## src/design/csr_pkg.sv

```systemverilog
// Shared types and constants for the canvas shape rasterizer.
package csr_pkg;

    localparam int CANVAS_COLS = 40;
    localparam int CANVAS_ROWS = 20;
    localparam int NUM_PIX     = CANVAS_COLS * CANVAS_ROWS;

    localparam int X_W    = (CANVAS_COLS > 1) ? $clog2(CANVAS_COLS) : 1;
    localparam int Y_W    = (CANVAS_ROWS > 1) ? $clog2(CANVAS_ROWS) : 1;
    localparam int ADDR_W = (NUM_PIX > 1) ? $clog2(NUM_PIX) : 1;

    localparam int FIELD_W = 11;  // width of the coordinate and size fields
    localparam int CALC_W  = 13;  // signed coordinate differences and bounds
    localparam int DSQ_W   = 22;  // one squared difference, below 2**22
    localparam int SQ_W    = 23;  // squared distance and radius thresholds

    localparam logic [1:0] SHADE_BLACK = 2'd0;
    localparam logic [1:0] SHADE_GRAY  = 2'd1;
    localparam logic [1:0] SHADE_WHITE = 2'd2;

    typedef enum logic [1:0] {
        CMD_CLEAR  = 2'd0,
        CMD_RECT   = 2'd1,
        CMD_CIRCLE = 2'd2,
        CMD_READ   = 2'd3
    } t_cmd;

    typedef enum logic [3:0] {
        S_INIT,
        S_INIT_DRAIN,
        S_IDLE,
        S_SETUP,
        S_SWEEP,
        S_DRAIN,
        S_READ,
        S_READ_WAIT,
        S_DONE
    } t_state;

    // controller -> datapath
    typedef struct packed {
        logic load;
        logic setup;
        logic step;
        logic rd_issue;
        logic rd_capture;
    } t_dp_cmd;

    // datapath -> controller
    typedef struct packed {
        logic last_pixel;
        logic pipe_busy;
    } t_dp_stat;

endpackage

```

## src/design/canvas_shape_rasterizer_unit.sv

```systemverilog
// Top level of the canvas shape rasterizer: controller plus datapath.
//
// A 40 x 20 canvas of two-bit shades (0 black, 1 gray, 2 white) held in an
// on-chip frame store. Drive start with a command while busy is low; the
// command and its operands transfer at that clock edge. Every command yields
// exactly one result: o_done pulses high for a single cycle with o_shade and
// o_off_canvas valid in that same cycle, and there is no way to stall it, so
// the receiver must capture it then. Outside the o_done cycle both result
// ports read zero. Clear, rectangle and circle sweep the whole canvas
// one pixel per cycle through the frame store's single write port, then
// drain the pixel pipe and raise o_done; the block is back to idle the
// cycle after o_done. A pixel read issues a registered memory read, then
// captures the data and raises o_done. After reset the block runs a
// clearing pass that writes black to all 800 pixels, one per cycle, and
// holds busy high until it ends; no command transfers until then and that
// pass gives no result.
//
// Commands:
//   clear     - every pixel black.
//   rectangle - columns [x, x+w), rows [y, y+h), clipped to the canvas; the
//               ring of the unclipped rectangle is white, the inside gray.
//               Width or height of zero or less draws nothing.
//   circle    - squared distance d from (x, y), radius r: gray when
//               d <= r*r-r, white when r*r-r < d <= r*r+r, else untouched.
//               Radius zero whitens only the centre; negative draws nothing.
//   read      - shade of pixel (x, y); off the canvas gives shade 0 with
//               o_off_canvas set. Other commands report 0 on both ports.
//
// Circle pixels go through a two-deep pipe: squares of the offsets are
// registered, then summed and compared against thresholds computed once
// per command from r.
module canvas_shape_rasterizer_unit
    import csr_pkg::*;
(
    input  logic                      i_clk,
    input  logic                      i_rst_n,
    input  logic                      start,
    output logic                      busy,
    output logic                      o_done,
    input  logic [1:0]                i_command,
    input  logic signed [FIELD_W-1:0] i_pos_x,
    input  logic signed [FIELD_W-1:0] i_pos_y,
    input  logic signed [FIELD_W-1:0] i_size_a,
    input  logic signed [FIELD_W-1:0] i_size_b,
    output logic [1:0]                o_shade,
    output logic                      o_off_canvas
);

    t_dp_cmd    dp_cmd;
    t_dp_stat   dp_stat;
    logic [1:0] dp_shade;
    logic       dp_off;

    csr_ctrl u_ctrl (
        .i_clk     (i_clk),
        .i_rst_n   (i_rst_n),
        .i_start   (start),
        .i_command (i_command),
        .i_stat    (dp_stat),
        .o_dp      (dp_cmd),
        .o_busy    (busy),
        .o_done    (o_done)
    );

    csr_datapath u_dp (
        .i_clk        (i_clk),
        .i_rst_n      (i_rst_n),
        .i_dp         (dp_cmd),
        .i_command    (i_command),
        .i_pos_x      (i_pos_x),
        .i_pos_y      (i_pos_y),
        .i_size_a     (i_size_a),
        .i_size_b     (i_size_b),
        .o_stat       (dp_stat),
        .o_shade      (dp_shade),
        .o_off_canvas (dp_off)
    );

    // results read zero except in the strobe cycle
    assign o_shade      = o_done ? dp_shade : SHADE_BLACK;
    assign o_off_canvas = o_done && dp_off;

endmodule

```

## src/design/csr_datapath.sv

```systemverilog
// Datapath: command registers, pixel sweep, shape tests and the frame store.
module csr_datapath
    import csr_pkg::*;
(
    input  logic                      i_clk,
    input  logic                      i_rst_n,
    input  t_dp_cmd                   i_dp,
    input  logic [1:0]                i_command,
    input  logic signed [FIELD_W-1:0] i_pos_x,
    input  logic signed [FIELD_W-1:0] i_pos_y,
    input  logic signed [FIELD_W-1:0] i_size_a,
    input  logic signed [FIELD_W-1:0] i_size_b,
    output t_dp_stat                  o_stat,
    output logic [1:0]                o_shade,
    output logic                      o_off_canvas
);

    logic [1:0] r_mem [NUM_PIX];

    t_cmd                      r_cmd;
    logic signed [FIELD_W-1:0] r_px, r_py, r_sa, r_sb;

    logic signed [CALC_W-1:0]  r_x_end, r_x_last, r_y_end, r_y_last;
    logic                      r_rect_en, r_circ_en, r_zero_r;
    logic [SQ_W-1:0]           r_lo, r_hi;

    logic [X_W-1:0]            r_x;
    logic [Y_W-1:0]            r_y;
    logic [ADDR_W-1:0]         r_addr;

    logic                      r_s1_valid;
    logic [ADDR_W-1:0]         r_s1_addr;
    logic                      r_s1_we;
    logic [1:0]                r_s1_shade;
    logic                      r_s1_circle;
    logic [DSQ_W-1:0]          r_s1_dx2, r_s1_dy2;

    logic [1:0]                r_rd_data;
    logic [1:0]                r_shade;
    logic                      r_off;

    // setup arithmetic
    logic signed [2*FIELD_W-1:0] sq;
    logic signed [CALC_W-1:0]    x_end, y_end;

    // per-pixel terms
    logic signed [CALC_W-1:0]    xs, ys, pxs, pys, dx, dy;
    logic signed [2*CALC_W-1:0]  dx_sq, dy_sq;
    logic                        in_x, in_y, inner;
    logic                        n_we, n_circle;
    logic [1:0]                  n_shade;

    // write side
    logic [SQ_W-1:0]             d;
    logic                        c_gray, c_white, wen;
    logic [1:0]                  wdata;

    // read side
    logic [ADDR_W-1:0]           rd_addr;
    logic                        off;

    assign sq    = r_sa * r_sa;
    assign x_end = CALC_W'(r_px) + CALC_W'(r_sa);
    assign y_end = CALC_W'(r_py) + CALC_W'(r_sb);

    assign xs  = $signed(CALC_W'(r_x));
    assign ys  = $signed(CALC_W'(r_y));
    assign pxs = CALC_W'(r_px);
    assign pys = CALC_W'(r_py);
    assign dx  = xs - pxs;
    assign dy  = ys - pys;
    assign dx_sq = dx * dx;
    assign dy_sq = dy * dy;

    assign in_x  = (xs >= pxs) && (xs < r_x_end);
    assign in_y  = (ys >= pys) && (ys < r_y_end);
    assign inner = (xs > pxs) && (xs < r_x_last) && (ys > pys) && (ys < r_y_last);

    always_comb begin
        n_we     = 1'b0;
        n_circle = 1'b0;
        n_shade  = SHADE_BLACK;
        unique case (r_cmd)
            CMD_CLEAR: begin
                n_we = 1'b1;
            end
            CMD_RECT: begin
                n_we    = r_rect_en && in_x && in_y;
                n_shade = inner ? SHADE_GRAY : SHADE_WHITE;
            end
            CMD_CIRCLE: begin
                n_circle = r_circ_en;
            end
            default: begin
            end
        endcase
    end

    // squared distance vs. r*r-r and r*r+r; radius zero marks the centre only
    assign d       = SQ_W'(r_s1_dx2) + SQ_W'(r_s1_dy2);
    assign c_gray  = !r_zero_r && (d <= r_lo);
    assign c_white = r_zero_r ? (d == '0) : (d <= r_hi);
    assign wen     = r_s1_valid && (r_s1_we || (r_s1_circle && (c_gray || c_white)));
    assign wdata   = r_s1_circle ? (c_gray ? SHADE_GRAY : SHADE_WHITE) : r_s1_shade;

    assign rd_addr = ADDR_W'(32'(r_py[Y_W-1:0]) * CANVAS_COLS + 32'(r_px[X_W-1:0]));
    assign off     = r_px[FIELD_W-1] || r_py[FIELD_W-1]
                  || ($signed(CALC_W'(r_px)) >= $signed(CALC_W'(CANVAS_COLS)))
                  || ($signed(CALC_W'(r_py)) >= $signed(CALC_W'(CANVAS_ROWS)));

    assign o_stat.last_pixel = (r_x == X_W'(CANVAS_COLS - 1)) && (r_y == Y_W'(CANVAS_ROWS - 1));
    assign o_stat.pipe_busy  = r_s1_valid;
    assign o_shade      = r_shade;
    assign o_off_canvas = r_off;

    // control state: sweep position, pipe valid, command kind
    always_ff @(posedge i_clk) begin
        if (!i_rst_n) begin
            r_cmd      <= CMD_CLEAR;
            r_x        <= '0;
            r_y        <= '0;
            r_addr     <= '0;
            r_s1_valid <= 1'b0;
        end else begin
            r_s1_valid <= i_dp.step;
            if (i_dp.load) begin
                r_cmd  <= t_cmd'(i_command);
                r_x    <= '0;
                r_y    <= '0;
                r_addr <= '0;
            end else if (i_dp.step) begin
                r_addr <= r_addr + 1'b1;
                if (r_x == X_W'(CANVAS_COLS - 1)) begin
                    r_x <= '0;
                    r_y <= r_y + 1'b1;
                end else begin
                    r_x <= r_x + 1'b1;
                end
            end
        end
    end

    // payload registers
    always_ff @(posedge i_clk) begin
        if (i_dp.load) begin
            r_px    <= i_pos_x;
            r_py    <= i_pos_y;
            r_sa    <= i_size_a;
            r_sb    <= i_size_b;
            r_shade <= SHADE_BLACK;
            r_off   <= 1'b0;
        end
        if (i_dp.setup) begin
            r_x_end   <= x_end;
            r_x_last  <= x_end - 1'b1;
            r_y_end   <= y_end;
            r_y_last  <= y_end - 1'b1;
            r_rect_en <= !r_sa[FIELD_W-1] && (r_sa != '0) && !r_sb[FIELD_W-1] && (r_sb != '0);
            r_circ_en <= !r_sa[FIELD_W-1];
            r_zero_r  <= (r_sa == '0);
            r_lo      <= SQ_W'(sq) - SQ_W'(r_sa);
            r_hi      <= SQ_W'(sq) + SQ_W'(r_sa);
        end
        r_s1_addr   <= r_addr;
        r_s1_we     <= n_we;
        r_s1_shade  <= n_shade;
        r_s1_circle <= n_circle;
        r_s1_dx2    <= dx_sq[DSQ_W-1:0];
        r_s1_dy2    <= dy_sq[DSQ_W-1:0];
        if (i_dp.rd_capture) begin
            r_shade <= off ? SHADE_BLACK : r_rd_data;
            r_off   <= off;
        end
    end

    // frame store: one write port, one registered read port
    always_ff @(posedge i_clk) begin
        if (wen) begin
            r_mem[r_s1_addr] <= wdata;
        end
        if (i_dp.rd_issue) begin
            r_rd_data <= r_mem[rd_addr];
        end
    end

endmodule

```

## src/design/csr_ctrl.sv

```systemverilog
// Controller: sequences clearing pass, draw sweeps and pixel reads.
module csr_ctrl
    import csr_pkg::*;
(
    input  logic       i_clk,
    input  logic       i_rst_n,
    input  logic       i_start,
    input  logic [1:0] i_command,
    input  t_dp_stat   i_stat,
    output t_dp_cmd    o_dp,
    output logic       o_busy,
    output logic       o_done
);

    t_state r_state, n_state;

    always_ff @(posedge i_clk) begin
        if (!i_rst_n) begin
            r_state <= S_INIT;
        end else begin
            r_state <= n_state;
        end
    end

    always_comb begin
        n_state = r_state;
        o_dp    = '0;
        unique case (r_state)
            S_INIT: begin
                o_dp.step = 1'b1;
                if (i_stat.last_pixel) n_state = S_INIT_DRAIN;
            end
            S_INIT_DRAIN: begin
                if (!i_stat.pipe_busy) n_state = S_IDLE;
            end
            S_IDLE: begin
                if (i_start) begin
                    o_dp.load = 1'b1;
                    n_state   = (t_cmd'(i_command) == CMD_READ) ? S_READ : S_SETUP;
                end
            end
            S_SETUP: begin
                o_dp.setup = 1'b1;
                n_state    = S_SWEEP;
            end
            S_SWEEP: begin
                o_dp.step = 1'b1;
                if (i_stat.last_pixel) n_state = S_DRAIN;
            end
            S_DRAIN: begin
                if (!i_stat.pipe_busy) n_state = S_DONE;
            end
            S_READ: begin
                o_dp.rd_issue = 1'b1;
                n_state       = S_READ_WAIT;
            end
            S_READ_WAIT: begin
                o_dp.rd_capture = 1'b1;
                n_state         = S_DONE;
            end
            S_DONE: begin
                n_state = S_IDLE;
            end
            default: begin
                n_state = S_IDLE;
            end
        endcase
    end

    assign o_busy = (r_state != S_IDLE);
    assign o_done = (r_state == S_DONE);

endmodule

```

## config.mk

```make
export PLATFORM = sky130hd
export DESIGN_NAME = canvas_shape_rasterizer_unit
export DESIGN_NICKNAME = d
export VERILOG_FILES = /design/src/design/csr_pkg.sv /design/src/design/canvas_shape_rasterizer_unit.sv /design/src/design/csr_datapath.sv /design/src/design/csr_ctrl.sv
export SDC_FILE = /design/constraint.sdc
export NUM_CORES = 2
export LEC_CHECK = 0
export BUFFER_PORTS_ARGS = -buffer_cell sky130_fd_sc_hd__buf_2
export CELL_PAD_IN_SITES_DETAIL_PLACEMENT = 0
export CELL_PAD_IN_SITES_GLOBAL_PLACEMENT = 1
export CORE_MARGIN = 2
export CORE_UTILIZATION = 25
export CTS_CLUSTER_DIAMETER = 40
export DETAILED_ROUTE_END_ITERATION = 8
export HOLD_SLACK_MARGIN = 0.08
export PLACE_DENSITY = 0.43
export SLEW_MARGIN = 20
export SYNTH_ARGS = -nofsm -noshare
export SYNTH_HDL_FRONTEND = slang
export SYNTH_SLANG_ARGS = --single-unit
export TNS_END_PERCENT = 10
```

## constraint.sdc

```tcl
create_clock -name i_clk -period 35.5 [get_ports i_clk]
set_clock_uncertainty 0.2 [all_clocks]
set_input_delay 7.1 -clock i_clk [delete_from_list [all_inputs] [get_ports i_clk]]
set_output_delay 7.1 -clock i_clk [all_outputs]
set_load 0.02 [all_outputs]
```

==> impl_results.md <==
* Worst Path Required at 28200 ps
* Core outline area at 365000 sq um
* Clk root buf: clkbuf_16
* Number of synthesized flops with an enable pin at 1746
* Cell area after synthesis at 91400 sq um
* CTS sink cnt at 1830
* Die height at 609 microns
* CTS tree: yes
* I/O Pins at 54
* H-tree Lvls at 5
* Relative slew slack at 27.6%
* Post-route ant nets at 0
* First-pass GRT wire length at 394 mm
* CP Capture Type: output port
* PwrDens at 57.6 nW/um^2
* RD Place Congestion at 0.736
* Ys Warns at 0
* HP Class: reg -> reg
* Synth area leader: edfxtp_1
* I/O Buffers at 53
* Resized Gates After CTS at 0
* FMAX at 0.104 GHz
* VDD IR-drop max at 0.0000326 V
* Worst-skew pair later-pin latency at 900 ps
* M1 wire length at 118 mm
* Final worst path period share at 27.1%
* Top sig layer: met5
* Final std cells w/o fill at 11400
* Hold WS at 172 ps
* WL met2 at 134 mm
* Placed cell count at 10800
* Avg Cell Area, Syn at 15.0 sq um
* Synth cell types at 79
* Number of global-route vias before repair at 56000
* P&R area growth vs syn at 19.6%
* Total Routing Usage GR at 14.5%
* Nets at 7005
* Minimum clock period at 9610 ps
* Startpoint type of the worst setup path: flip-flop
* Post-synth ARST share at 0%
* Initial core utilization at 25.1%
* Maximum clock path buffer count at 4
* Clock slew at reported path FFs at 50 ps
* Cts hold-fix bufs at 0
* Maxcap violations at 0
* Fillers at 36300
* Antenna violations before repair at 28
* Final setup viols at 0
* TritonCTS buffer count at 349
* Worst Path Max Fanout at 13
* Final Hold Viols at 0
* Per-cell routed wire length at 23.8 microns
* TNS Setup at 0 ps
* Crit path arrival time at 2310 ps
* Primary FF master, synth: edfxtp_1
* RSZ-0062 raised after global routing: no
* Die X at 609 microns
* Post-synth net total at 6802
* Post-Route WL at 271 mm
* DRC at 0
* Vias per cell at 4.49
* 1st-iter DRT viols at 3735
* DR pass1 iterations at 5
* LEAKAGE at 0.0338 uW
* Most frequent cells in the layout: edfxtp_1 (1746), nor2_1 (1046), inv_1 (589)
* Seq cells post-synth at 1830
* Share of the synthesized area in the top cell type at 57.4%
* Crit Path Category: reg -> out
* Metal3 WL at 11.9 mm
* Post-CTS setup buffer count at 0
* Post-DP HPWL at 169 mm
* Routed vias at 51200
* Row count at 222
* Measured slew at the worst slew-check pin at 1080 ps
* Dominant cells by area after synthesis: edfxtp_1 (57%), mux4_2 (13%), fa_1 (7.3%), ha_1 (4.5%), nor2_1 (4.3%)
* Layout cell share with drive strength beyond 1 at 20.2%
* Slew Limit Fails at 0
* Syn Inst Count at 6092
* Status: complete, no violations
* Commonest non-fill, non-tap cell in the layout: edfxtp_1
* Die area at 371000 sq um
* Sequential-to-total area share from yosys stat at 59.2%
* Pin count of the biggest net entering global routing at 201
* GRT overflow at 0
[cell usage after synthesis, drive strengths merged, types with 15 or more instances]
library cell,number
mux4,514
edfxtp,1746
nor2,1047
a21o,39
o21bai,20
a21oi,131
nor4,21
nor2b,32
inv,591
and2,29
nand3,55
a211oi,20
or3,15
nand4,21
nand2,191
dfxtp,84
fa,334
clkbuf,181
xnor2,141
o21ai,69
nand2b,25
nor3,40
mux2i,15
buf,126
o21a,15
ha,327
or2,16
xor2,70
[stage by stage]
stage / setup WS, ps / power [uW] / area, sq um / util (%)
2_1_floorplan: 11440 / 2840 / 91400 / -
3_3_place_gp: 26550 / 3060 / 97500 / 26.7
3_5_place_dp: 26480 / 3040 / 97500 / 26.7
4_1_cts: 25780 / 6390 / 109000 / 30.0
5_1_grt: 25660 / 6570 / 109000 / 30.0
6_report: 25890 / 6300 / 109000 / 30.0
[registers in the layout, summed over array words and instances (netlist names), 2 cells and up]
register	flops
u_dp.r_mem	1600
u_dp.r_hi	22
u_dp.r_lo	22
u_dp.r_s1_dx2	21
u_dp.r_s1_dy2	21
u_dp.r_x_last	13
u_dp.r_y_last	13
u_dp.r_x_end	12
u_dp.r_y_end	12
u_dp.r_px	11
u_dp.r_py	11
u_dp.r_sa	11
u_dp.r_sb	11
u_dp.r_addr	10
u_dp.r_s1_addr	10
u_dp.r_x	6
u_dp.r_y	5
u_ctrl.r_state	4
u_dp.o_shade	2
u_dp.r_cmd	2
u_dp.r_rd_data	2
u_dp.r_s1_shade	2
[path summary, 6_finish.rpt]
check | start | cells past startpoint | slack, ps | end
worst min-delay path | u_dp.r_addr[9] | 0 | 170 | u_dp.r_s1_addr[9]
worst max register to register | u_dp.r_s1_dy2[6] | 20 | 26570 | u_dp.r_mem[25][1]
worst min register to register | u_dp.r_addr[9] | 0 | 170 | u_dp.r_s1_addr[9]
worst max-delay path | u_ctrl.r_state[3] | 3 | 25890 | o_off_canvas
[cell type report]
class | instances | area, sq um | share of cell area [%]
flip-flops and latches | 1830 | 54100 | 49.5
multi-input cells | 3358 | 34000 | 31.1
clock buffers | 397 | 9150 | 8.36
well taps | 4816 | 6030 | 5.51
clock inverters | 242 | 2670 | 2.44
inverters | 597 | 2240 | 2.05
repair buffers | 159 | 1140 | 1.04
diodes | 2 | 5.00 | 0.00458
[per-layer routing]
| layer | up-vias | GRT usage [%] |
|---|---|---|
| li1 | 22800 | - |
| met1 | 26900 | 18.9 |
| met2 | 1148 | 24.9 |
| met3 | 389 | 2.31 |
| met4 | 2 | 4.12 |
| met5 | - | 0 |
[power by group]
group	switching, uW	internal, uW
registers	6.27	2350
logic	382	252
clock network	1170	2140
total	1560	4740
[critical path, stage by stage (launching register included)]
cell and delay, ps:
dfxtp_1 590, nor4b_1 480, and2_1 200, buf_2 160
[kinds of logic after synthesis]
| family | count (synthesis) | share of synthesized area [%] |
|---|---|---|
| DFF | 1830 | 59.2 |
| and+or+nand+nor | 1547 | 7.29 |
| xor gates and xnor gates | 211 | 2.02 |
| AOI/OAI and AO/OA | 401 | 2.87 |
| muxes | 538 | 12.9 |
| adders and majority gates | 661 | 11.8 |
| buffers and inverters | 904 | 3.90 |
No activity file was read; power rests on OpenSTA's default activity.
